`config.mk`:
```
export PLATFORM = sky130hd
export DESIGN_NAME = quadrature_counter_with_speed_flat
export DESIGN_NICKNAME = d
export VERILOG_FILES = /design/src/sv/qcs_pkg.sv /design/src/sv/qcs_if.sv /design/src/sv/qcs_ctrl.sv /design/src/sv/qcs_datapath.sv /design/src/sv/quadrature_counter_with_speed.sv /design/src/flat_wrapper.sv
export SDC_FILE = /design/constraint.sdc
export NUM_CORES = 2
export LEC_CHECK = 0
export BUFFER_PORTS_ARGS = -buffer_cell sky130_fd_sc_hd__buf_2
export CORE_MARGIN = 8
export CORE_UTILIZATION = 40
export DETAILED_ROUTE_END_ITERATION = 12
export MAX_ROUTING_LAYER = met4
export PLACE_DENSITY = 0.59
export SYNTH_ARGS = -nofsm -noshare
export SYNTH_HDL_FRONTEND = slang
export SYNTH_HIERARCHICAL = 1
export SYNTH_SLANG_ARGS = --single-unit
```
`constraint.sdc`:
```
create_clock -name clk_i -period 24.7 [get_ports clk_i]
set_input_delay 4.94 -clock clk_i [delete_from_list [all_inputs] [get_ports clk_i]]
set_output_delay 4.94 -clock clk_i [all_outputs]
set_load 0.02 [all_outputs]
```
`src/sv/qcs_pkg.sv`:
```
// shared types, constants and the transition table of the quadrature counter
// no dependencies
package qcs_pkg;

  // position counter width
  localparam int CountW = 32;
  // magnitudes above 2^40 always saturate, so the multiplier never needs more
  localparam int MagW   = (CountW < 41) ? CountW : 41;
  localparam int MpcW   = 24;
  localparam int ProdW  = MagW + MpcW;
  // product times 1000 fits in ten more bits
  localparam int NumW   = ProdW + 10;
  localparam int QuoW   = 32;
  localparam int HiW    = NumW - QuoW;
  // divisor is 256 times an elapsed time of at most 100 ms
  localparam int DenW   = 15;
  localparam int CntW   = $clog2(QuoW);

  localparam int CfgIdxW  = 2;
  localparam int CfgDataW = 24;

  localparam logic [63:0] MagClamp     = 64'h0000_0100_0000_0000;
  localparam logic [31:0] MaxElapsedMs = 32'd100;
  localparam logic [15:0] PeriodReset  = 16'd10;

  // request codes
  localparam logic [1:0] ReqPin    = 2'd0;
  localparam logic [1:0] ReqSample = 2'd1;
  localparam logic [1:0] ReqStart  = 2'd2;

  // configuration register indexes
  localparam logic [CfgIdxW-1:0] CfgSamplePeriod   = 2'd0;
  localparam logic [CfgIdxW-1:0] CfgMetresPerCount = 2'd1;
  localparam logic [CfgIdxW-1:0] CfgCountDirection = 2'd2;

  // transition classes
  localparam logic [1:0] DirNone = 2'd0;
  localparam logic [1:0] DirFwd  = 2'd1;
  localparam logic [1:0] DirRev  = 2'd2;

  typedef struct packed {
    logic load_item;
    logic mul;
    logic scale;
    logic div_step;
    logic fin;
    logic commit;
  } qcs_cmd_t;

  typedef struct packed {
    logic meas;
    logic div_last;
    logic out_free;
  } qcs_status_t;

  // classify a pin transition, pins packed as {a, b}
  function automatic logic [1:0] qcs_trans(input logic [1:0] prev, input logic [1:0] cur);
    logic [1:0] res;
    res = DirNone;
    case ({prev, cur})
      4'b0001, 4'b0111, 4'b1110, 4'b1000: res = DirFwd;
      4'b0010, 4'b1011, 4'b1101, 4'b0100: res = DirRev;
      default: res = DirNone;
    endcase
    return res;
  endfunction

endpackage

```
`src/sv/qcs_if.sv`:
```
// request and result channel interfaces of the quadrature counter
// depends on nothing but the field widths
interface qcs_req_if;
  logic        valid;
  logic        ready;
  logic [1:0]  req_type;
  logic        pin_a;
  logic        pin_b;
  logic [31:0] now_ms;

  modport source (output valid, output req_type, output pin_a, output pin_b,
                  output now_ms, input ready);
  modport sink   (input valid, input req_type, input pin_a, input pin_b,
                  input now_ms, output ready);
endinterface

interface qcs_res_if;
  logic               valid;
  logic               ready;
  logic signed [31:0] position;
  logic signed [31:0] speed;
  logic               speed_valid;
  logic               sample_taken;

  modport source (output valid, output position, output speed, output speed_valid,
                  output sample_taken, input ready);
  modport sink   (input valid, input position, input speed, input speed_valid,
                  input sample_taken, output ready);
endinterface

```
`src/sv/qcs_ctrl.sv`:
```
// sequencer of the quadrature counter: steps the datapath through one word
// depends on qcs_pkg
module qcs_ctrl import qcs_pkg::*; (
  input  logic        clk_i,
  input  logic        rst_ni,
  input  logic        in_valid_i,
  output logic        in_ready_o,
  input  qcs_status_t status_i,
  output qcs_cmd_t    cmd_o
);

  localparam logic [2:0] S_IDLE  = 3'd0;
  localparam logic [2:0] S_EVAL  = 3'd1;
  localparam logic [2:0] S_MUL   = 3'd2;
  localparam logic [2:0] S_SCALE = 3'd3;
  localparam logic [2:0] S_DIV   = 3'd4;
  localparam logic [2:0] S_FIN   = 3'd5;
  localparam logic [2:0] S_DONE  = 3'd6;

  logic [2:0] state_q, state_d;

  always_ff @(posedge clk_i or negedge rst_ni) begin
    if (!rst_ni) begin
      state_q <= S_IDLE;
    end else begin
      state_q <= state_d;
    end
  end

  assign in_ready_o = (state_q == S_IDLE);

  always_comb begin
    state_d = state_q;
    cmd_o   = '0;
    case (state_q)
      S_IDLE: begin
        if (in_valid_i) begin
          cmd_o.load_item = 1'b1;
          state_d         = S_EVAL;
        end
      end
      S_EVAL: begin
        state_d = status_i.meas ? S_MUL : S_DONE;
      end
      S_MUL: begin
        cmd_o.mul = 1'b1;
        state_d   = S_SCALE;
      end
      S_SCALE: begin
        cmd_o.scale = 1'b1;
        state_d     = S_DIV;
      end
      S_DIV: begin
        cmd_o.div_step = 1'b1;
        if (status_i.div_last) begin
          state_d = S_FIN;
        end
      end
      S_FIN: begin
        cmd_o.fin = 1'b1;
        state_d   = S_DONE;
      end
      S_DONE: begin
        // wait for the output register to free up
        if (status_i.out_free) begin
          cmd_o.commit = 1'b1;
          state_d      = S_IDLE;
        end
      end
      default: begin
        state_d = S_IDLE;
      end
    endcase
  end

endmodule

```
`src/sv/qcs_datapath.sv`:
```
// datapath of the quadrature counter: config, counter state, speed multiply
// and restoring divide, output register; depends on qcs_pkg
module qcs_datapath import qcs_pkg::*; (
  input  logic                clk_i,
  input  logic                rst_ni,
  input  logic                cfg_we_i,
  input  logic [CfgIdxW-1:0]  cfg_idx_i,
  input  logic [CfgDataW-1:0] cfg_wdata_i,
  input  logic [1:0]          in_req_type_i,
  input  logic                in_pin_a_i,
  input  logic                in_pin_b_i,
  input  logic [31:0]         in_now_ms_i,
  input  logic                res_ready_i,
  output logic                res_valid_o,
  output logic signed [31:0]  res_position_o,
  output logic signed [31:0]  res_speed_o,
  output logic                res_speed_valid_o,
  output logic                res_sample_taken_o,
  input  qcs_cmd_t            cmd_i,
  output qcs_status_t         status_o
);

  // configuration
  logic [15:0]     period_q;
  logic [MpcW-1:0] mpc_q;
  logic            dir_q;

  // accepted word
  logic [1:0]  req_q;
  logic [1:0]  cur_q;
  logic [31:0] now_q;

  // counter state
  logic [1:0]        prev_q, prev_d;
  logic [CountW-1:0] pos_q, pos_d;
  logic [CountW-1:0] lcnt_q, lcnt_d;
  logic [31:0]       ltime_q, ltime_d;
  logic [31:0]       spd_q, spd_d;
  logic              ok_q, ok_d;

  // speed arithmetic
  logic [ProdW-1:0] prod_q, prod_d;
  logic [DenW-1:0]  den_q, den_d;
  logic [DenW-1:0]  rem_q;
  logic [QuoW-1:0]  lo_q;
  logic             neg_q, sat_q;
  logic [31:0]      speed_res_q;
  logic [CntW-1:0]  cnt_q;

  // output register
  logic               res_valid_q;
  logic signed [31:0] res_pos_q, res_spd_q;
  logic               res_ok_q, res_taken_q;

  logic [31:0]       elapsed;
  logic [15:0]       period_eff;
  logic              take, meas;
  logic [CountW-1:0] diff, mag_full;
  logic              neg;
  logic              clamp;
  logic [MagW-1:0]   mag_c;
  logic [NumW-1:0]   num;
  logic [HiW-1:0]    hi;
  logic [DenW:0]     trial, trial_sub;
  logic              ge;
  logic [31:0]       limit, mag_res;
  logic [1:0]        trans;
  logic              step_up, step_dn;
  logic              out_free;

  always_ff @(posedge clk_i or negedge rst_ni) begin
    if (!rst_ni) begin
      period_q <= PeriodReset;
      mpc_q    <= '0;
      dir_q    <= 1'b0;
    end else if (cfg_we_i) begin
      case (cfg_idx_i)
        CfgSamplePeriod:   period_q <= cfg_wdata_i[15:0];
        CfgMetresPerCount: mpc_q    <= cfg_wdata_i[MpcW-1:0];
        CfgCountDirection: dir_q    <= cfg_wdata_i[0];
        default: ;
      endcase
    end
  end

  always_ff @(posedge clk_i) begin
    if (cmd_i.load_item) begin
      req_q <= in_req_type_i;
      cur_q <= {in_pin_a_i, in_pin_b_i};
      now_q <= in_now_ms_i;
    end
  end

  // sample decision
  assign elapsed    = now_q - ltime_q;
  assign period_eff = (period_q == '0) ? 16'd1 : period_q;
  assign take       = (req_q == ReqSample) && (elapsed >= {16'b0, period_eff});
  assign meas       = take && (mpc_q != '0) && (elapsed <= MaxElapsedMs);

  // count delta as sign and magnitude
  assign diff     = pos_q - lcnt_q;
  assign neg      = diff[CountW-1];
  assign mag_full = neg ? (CountW'(0) - diff) : diff;
  assign clamp    = 64'(mag_full) > MagClamp;
  assign mag_c    = clamp ? MagW'(MagClamp + 64'd1) : MagW'(mag_full);
  assign prod_d   = mag_c * mpc_q;
  assign den_d    = {elapsed[6:0], 8'b0};

  // times 1000 as 1024 - 16 - 8
  assign num = (NumW'(prod_q) << 10) - (NumW'(prod_q) << 4) - (NumW'(prod_q) << 3);
  assign hi  = num[NumW-1:QuoW];

  // one quotient bit per cycle
  assign trial     = {rem_q, lo_q[QuoW-1]};
  assign ge        = trial >= {1'b0, den_q};
  assign trial_sub = trial - {1'b0, den_q};

  assign limit   = neg_q ? 32'h8000_0000 : 32'h7FFF_FFFF;
  assign mag_res = (sat_q || (lo_q > limit)) ? limit : lo_q;

  always_ff @(posedge clk_i) begin
    if (cmd_i.mul) begin
      prod_q <= prod_d;
      den_q  <= den_d;
      neg_q  <= neg;
    end
    if (cmd_i.scale) begin
      // a quotient of 2^32 or more saturates
      sat_q <= hi >= HiW'(den_q);
      rem_q <= hi[DenW-1:0];
      lo_q  <= num[QuoW-1:0];
    end else if (cmd_i.div_step) begin
      rem_q <= ge ? trial_sub[DenW-1:0] : trial[DenW-1:0];
      lo_q  <= {lo_q[QuoW-2:0], ge};
    end
    if (cmd_i.fin) begin
      speed_res_q <= neg_q ? (32'd0 - mag_res) : mag_res;
    end
  end

  always_ff @(posedge clk_i or negedge rst_ni) begin
    if (!rst_ni) begin
      cnt_q <= '0;
    end else if (cmd_i.scale) begin
      cnt_q <= '0;
    end else if (cmd_i.div_step) begin
      cnt_q <= cnt_q + CntW'(1);
    end
  end

  // next counter state
  assign trans   = qcs_trans(prev_q, cur_q);
  assign step_up = dir_q ? (trans == DirRev) : (trans == DirFwd);
  assign step_dn = dir_q ? (trans == DirFwd) : (trans == DirRev);

  always_comb begin
    prev_d  = prev_q;
    pos_d   = pos_q;
    lcnt_d  = lcnt_q;
    ltime_d = ltime_q;
    spd_d   = spd_q;
    ok_d    = ok_q;
    case (req_q)
      ReqPin: begin
        prev_d = cur_q;
        if (step_up) begin
          pos_d = pos_q + CountW'(1);
        end else if (step_dn) begin
          pos_d = pos_q - CountW'(1);
        end
      end
      ReqSample: begin
        if (take) begin
          spd_d   = meas ? speed_res_q : 32'd0;
          ok_d    = meas;
          lcnt_d  = pos_q;
          ltime_d = now_q;
        end
      end
      ReqStart: begin
        prev_d  = cur_q;
        ltime_d = now_q;
        spd_d   = 32'd0;
        ok_d    = 1'b0;
      end
      default: ;
    endcase
  end

  always_ff @(posedge clk_i or negedge rst_ni) begin
    if (!rst_ni) begin
      prev_q  <= '0;
      pos_q   <= '0;
      lcnt_q  <= '0;
      ltime_q <= '0;
      spd_q   <= '0;
      ok_q    <= 1'b0;
    end else if (cmd_i.commit) begin
      prev_q  <= prev_d;
      pos_q   <= pos_d;
      lcnt_q  <= lcnt_d;
      ltime_q <= ltime_d;
      spd_q   <= spd_d;
      ok_q    <= ok_d;
    end
  end

  assign out_free = !res_valid_q || res_ready_i;

  always_ff @(posedge clk_i or negedge rst_ni) begin
    if (!rst_ni) begin
      res_valid_q <= 1'b0;
    end else if (cmd_i.commit) begin
      res_valid_q <= 1'b1;
    end else if (res_ready_i) begin
      res_valid_q <= 1'b0;
    end
  end

  always_ff @(posedge clk_i) begin
    if (cmd_i.commit) begin
      res_pos_q   <= 32'(pos_d);
      res_spd_q   <= ok_d ? spd_d : 32'd0;
      res_ok_q    <= ok_d;
      res_taken_q <= take;
    end
  end

  assign res_valid_o        = res_valid_q;
  assign res_position_o     = res_pos_q;
  assign res_speed_o        = res_spd_q;
  assign res_speed_valid_o  = res_ok_q;
  assign res_sample_taken_o = res_taken_q;

  assign status_o.meas     = meas;
  assign status_o.div_last = (cnt_q == {CntW{1'b1}});
  assign status_o.out_free = out_free;

endmodule

```
`src/sv/quadrature_counter_with_speed.sv`:
```
// channel  dir  handshake     payload
// req_i    in   valid/ready   req_type, pin_a, pin_b, now_ms
// res_o    out  valid/ready   position, speed, speed_valid, sample_taken
// cfg      in   cfg_we_i      cfg_idx_i, cfg_wdata_i
//
// one word at a time: pin, start and non-measuring words pass from accept through
// an evaluate state to the commit; a speed sample adds one multiply, one scale
// step, 32 steps of the restoring divider and one saturate step
// rst_ni clears the counter state and loads the register defaults at once
// a result waits in the output register; the next word is taken meanwhile
// and only its commit stalls until the register frees
// top level of the quadrature counter; depends on qcs_pkg, qcs_if, qcs_ctrl
// and qcs_datapath
module quadrature_counter_with_speed import qcs_pkg::*; (
  input  logic                clk_i,
  input  logic                rst_ni,
  input  logic                cfg_we_i,
  input  logic [CfgIdxW-1:0]  cfg_idx_i,
  input  logic [CfgDataW-1:0] cfg_wdata_i,
  qcs_req_if.sink             req_i,
  qcs_res_if.source           res_o
);

  qcs_cmd_t    cmd;
  qcs_status_t status;
  logic        in_ready;

  assign req_i.ready = in_ready;

  qcs_ctrl u_ctrl (
    .clk_i      (clk_i),
    .rst_ni     (rst_ni),
    .in_valid_i (req_i.valid),
    .in_ready_o (in_ready),
    .status_i   (status),
    .cmd_o      (cmd)
  );

  qcs_datapath u_dp (
    .clk_i              (clk_i),
    .rst_ni             (rst_ni),
    .cfg_we_i           (cfg_we_i),
    .cfg_idx_i          (cfg_idx_i),
    .cfg_wdata_i        (cfg_wdata_i),
    .in_req_type_i      (req_i.req_type),
    .in_pin_a_i         (req_i.pin_a),
    .in_pin_b_i         (req_i.pin_b),
    .in_now_ms_i        (req_i.now_ms),
    .res_ready_i        (res_o.ready),
    .res_valid_o        (res_o.valid),
    .res_position_o     (res_o.position),
    .res_speed_o        (res_o.speed),
    .res_speed_valid_o  (res_o.speed_valid),
    .res_sample_taken_o (res_o.sample_taken),
    .cmd_i              (cmd),
    .status_o           (status)
  );

endmodule

```
`src/flat_wrapper.sv`:
```
// flat-port wrapper written by rule: the top's interface ports become plain ports
module quadrature_counter_with_speed_flat import qcs_pkg::*;
  (clk_i, rst_ni, cfg_we_i, cfg_idx_i, cfg_wdata_i, req_i_valid, req_i_req_type, req_i_pin_a, req_i_pin_b, req_i_now_ms, req_i_ready, res_o_valid, res_o_position, res_o_speed, res_o_speed_valid, res_o_sample_taken, res_o_ready);
  qcs_req_if req_i_i ();
  qcs_res_if res_o_i ();
  input  logic clk_i;
  input  logic rst_ni;
  input  logic cfg_we_i;
  input  logic [CfgIdxW-1:0] cfg_idx_i;
  input  logic [CfgDataW-1:0] cfg_wdata_i;
  input wire logic [$bits(req_i_i.valid)-1:0] req_i_valid;
  input wire logic [$bits(req_i_i.req_type)-1:0] req_i_req_type;
  input wire logic [$bits(req_i_i.pin_a)-1:0] req_i_pin_a;
  input wire logic [$bits(req_i_i.pin_b)-1:0] req_i_pin_b;
  input wire logic [$bits(req_i_i.now_ms)-1:0] req_i_now_ms;
  output wire logic [$bits(req_i_i.ready)-1:0] req_i_ready;
  output wire logic [$bits(res_o_i.valid)-1:0] res_o_valid;
  output wire logic [$bits(res_o_i.position)-1:0] res_o_position;
  output wire logic [$bits(res_o_i.speed)-1:0] res_o_speed;
  output wire logic [$bits(res_o_i.speed_valid)-1:0] res_o_speed_valid;
  output wire logic [$bits(res_o_i.sample_taken)-1:0] res_o_sample_taken;
  input wire logic [$bits(res_o_i.ready)-1:0] res_o_ready;
  assign req_i_i.valid = req_i_valid;
  assign req_i_i.req_type = req_i_req_type;
  assign req_i_i.pin_a = req_i_pin_a;
  assign req_i_i.pin_b = req_i_pin_b;
  assign req_i_i.now_ms = req_i_now_ms;
  assign req_i_ready = req_i_i.ready;
  assign res_o_valid = res_o_i.valid;
  assign res_o_position = res_o_i.position;
  assign res_o_speed = res_o_i.speed;
  assign res_o_speed_valid = res_o_i.speed_valid;
  assign res_o_sample_taken = res_o_i.sample_taken;
  assign res_o_i.ready = res_o_ready;
  quadrature_counter_with_speed u_core (.clk_i(clk_i), .rst_ni(rst_ni), .cfg_we_i(cfg_we_i), .cfg_idx_i(cfg_idx_i), .cfg_wdata_i(cfg_wdata_i), .req_i(req_i_i), .res_o(res_o_i));
endmodule
```
==> results.py <==
metrics = {
    "min_path": {
        "holdPathStages": 1,
        "holdPathEnd": "u_core/u_dp/spd_q[15]",
        "hold_start": "u_core/u_dp/spd_q[15]",
        "hold_path_class": "reg -> reg",
    },
    "synthesis": {
        "synth_cell_types": 93,
        "asyncSetResetFlopFracSynth": 0.424,
        "synth_ff_type": "edfxtp_1",
        "synth_top_area_share": 0.263,
        "syn-instance-count": 5743,
        "synth_top_cells_by_count": "inv_1 (932), fa_1 (710), nand2_1 (624)",
        "yosysSeqAreaShare": 0.221,
        "yosys.area.top_type": "fa_1",
        "syn_avg_cell_area_um2": 9.39,
        "yosys_warnings": 6,
        "syn_nets": 6904,
        "mappedNetlistArea_mm2": 0.0539,
        "ys_ff_latch": 427,
        "synth_most_common_cell": "inv_1",
        "synth_edf_count": 246,
        "synthTopCellsByArea": "fa_1 (26%), edfxtp_1 (14%), ha_1 (8.9%)",
    },
    "global_routing": {
        "globalRouteOverflowTotal": 0,
        "grt_max_degree": 86,
        "grt_pass1_vias": 41400,
        "grt.total_usage": 0.207,
        "grt_pass1_wl_um": 237000,
        "grt_antenna_before_repair": 2,
    },
    "status": {
        "status": "complete, no violations",
    },
    "route": {
        "routed_wl_um": 149000,
        "first_iter_violations": 2495,
        "drc": 0,
        "via_count": 40400,
        "post_drt_wl_per_cell_um": 19.9,
        "ant_nets": 0,
        "drtPass1Iterations": 5,
        "viasPerCell": 5.37,
    },
    "timing": {
        "tightest_slew_ns": 1.25,
        "finalClockSkew_ns": 0.0302,
        "fin_setup_tns_ns": 0,
        "setup_viol": 0,
        "max_freq_mhz": 85.3,
        "max-slew-margin-rel": 0.143,
        "report.final.slew_viol_count": 0,
        "final.min_clock_period_ns": 11.72,
        "timing.final.crit_share": 0.474,
        "rsz0062_at_grt": "false",
        "hold_viol_final": 0,
    },
    "clock_network": {
        "cts_resized": 0,
        "cts_buffers": 49,
        "cts.reportedPaths.clkPinSlew_ns": 0.07,
        "clock_path_buffers": 3,
        "cts_root_buffer": "clkbuf_16",
        "ctsHoldBuffers": 0,
        "clk_latency_ns": 0.62,
        "htree_num_levels": 2,
        "cts_setup_buffers": 0,
        "cts_tree": "yes",
        "clock_sinks": 427,
    },
    "floorplan": {
        "fp.dieH_um": 383,
        "rows": 134,
        "initial_utilization": 0.404,
        "io_pins": 135,
        "dieArea_mm2": 0.147,
        "core-area_mm2": 0.134,
        "dieWidth_um": 383,
    },
    "cells_and_area": {
        "layout.nets": 6867,
        "drive_gt1_frac": 0.0814,
        "area_growth_syn_to_layout_pct": 7.83,
        "seqCellArea_mm2": 0.0119,
        "num-fill-cells": 13000,
        "multi_input_area_mm2": 0.0377,
    },
    "worst_setup_path": {
        "crit_top_cell": "fa_1",
        "worst_ep_required_time_ns": 25.05,
        "critPathSlowestCell": "o41ai_1",
        "cp-end-kind": "register",
        "start_kind": "register",
        "crit_fanout": 24,
        "timing.rr.start": "u_core/u_dp/pos_q[0]",
        "r2r_cells": 39,
        "critPathMaxStageDelay_ns": 0.63,
        "cp-startpoint": "u_core/u_dp/pos_q[0]",
        "regToRegEndpoint": "u_core/u_dp/prod_q[48]",
        "crit_type": "reg -> reg",
        "crit_arrival_ns": 12.07,
        "ff2ff_setup_slack_ns": 12.98,
    },
    "place": {
        "io_buffer_count": 134,
        "hpwl_um": 113000,
        "gp_congestion": 0.906,
    },
    "run": {
        "cap_viol_max_count": 0,
    },
}
kinds of logic (layout without fill, tap and decap cells):
group,after synthesis,in the layout,synth area share
compound gates,919,919,0.113
xor+xnor,242,242,0.0393
fa+ha+maj,1094,1094,0.353
buf+inv,1230,1233,0.0872
flops,427,427,0.221
mux,157,157,0.0322
other cells,0,1,0
simple gates,1674,1674,0.155
worst max-delay path by stage:
| stage | to | slack, ns | cells after the start |
|---|---|---|---|
| 6_report | u_core/u_dp/prod_q[48] | 12.98 | 39 |
| 5_1_grt | u_core/u_dp/prod_q[48] | 12.07 | 37 |
| 4_1_cts | u_core/u_dp/prod_q[48] | 12.95 | 39 |
| 3_5_place_dp | u_core/u_dp/prod_q[48] | 13.00 | 39 |
| 3_3_place_gp | u_core/u_dp/prod_q[48] | 13.12 | 39 |
| 2_1_floorplan | u_core/u_dp/prod_q[48] | 14.20 | 37 |
sequential cells by signal, indices dropped and copies added, names as in the netlist, 15 cells and up:
signal                      cells
u_core/u_dp/lcnt_q             32
u_core/u_dp/lo_q               32
u_core/u_dp/ltime_q            32
u_core/u_dp/mpc_q              24
u_core/u_dp/now_q              32
u_core/u_dp/period_q           16
u_core/u_dp/pos_q              32
u_core/u_dp/prod_q             56
u_core/u_dp/rem_q              15
u_core/u_dp/res_position_o     32
u_core/u_dp/res_speed_o        32
u_core/u_dp/spd_q              32
u_core/u_dp/speed_res_q        32
per-stage QoR:
stage | utilization | hold slack [ns] | cells | worst slack, ns | area [um^2]
final | 0.435 | 0.491 | 7515 | 12.98 | 58200
after global routing | 0.435 | 0.501 | 7515 | 12.07 | 58200
after CTS | 0.435 | 0.493 | 7514 | 12.95 | 58200
after detailed placement | 0.423 | 0.474 | 7423 | 13.00 | 56600
after global placement | 0.423 | 0.470 | 7423 | 13.12 | 56600
after floorplan | - | 0.456 | 5743 | 14.20 | 53900
layout make-up:
class,instances,area share
clock inverters,29,0.00488
diodes,1,0.0000430
flip-flops and latches,427,0.205
repair buffers,208,0.0212
clock buffers,62,0.0229
inverters,934,0.0603
well taps,1768,0.0380
multi-input cells,4086,0.648
worst max-delay path, delay by kind of cell, from the launching register on:
| kind | cells | cell delay (ns) |
|---|---|---|
| adder cells (fa/ha/maj) | 10 | 4.46 |
| AO/OA/AOI/OAI | 14 | 3.60 |
| AND/OR/NAND/NOR | 4 | 1.17 |
| buffers and inverters | 8 | 1.00 |
| XOR/XNOR | 3 | 0.74 |
| flip-flops | 1 | 0.47 |
layout by cell type (no fill, tap or decap), types with 38 or more instances in the layout:
cell | synthesis | routed
buf_4 | 2 | 74
o21a_1 | 43 | 43
nor4_1 | 38 | 38
fa_1 | 710 | 710
nand3_1 | 79 | 79
nor3_1 | 73 | 71
and2_1 | 407 | 406
mux2_2 | 101 | 101
a21o_1 | 86 | 86
a21oi_1 | 247 | 247
inv_1 | 932 | 932
a211oi_1 | 39 | 39
clkbuf_16 | 0 | 49
edfxtp_1 | 246 | 246
o21ai_0 | 197 | 196
dfrtp_1 | 179 | 170
nor2_1 | 188 | 187
ha_1 | 384 | 384
buf_2 | 11 | 133
nand2_1 | 624 | 624
nor2b_1 | 43 | 43
xor2_1 | 86 | 79
xnor2_1 | 156 | 136
nand4_1 | 57 | 57
layer usage:
layer / up-vias / track usage / part of all wire
met5: - / - / 0
met4: 0 / 0.0557 / 0.030
met3: 234 / 0.0178 / 0.042
met2: 969 / 0.356 / 0.50
met1: 20400 / 0.262 / 0.43
li1: 18700 / - / -
Power is not shown: default switching activity piles up to over one toggle a cycle in this logic, so the estimate is an artifact.
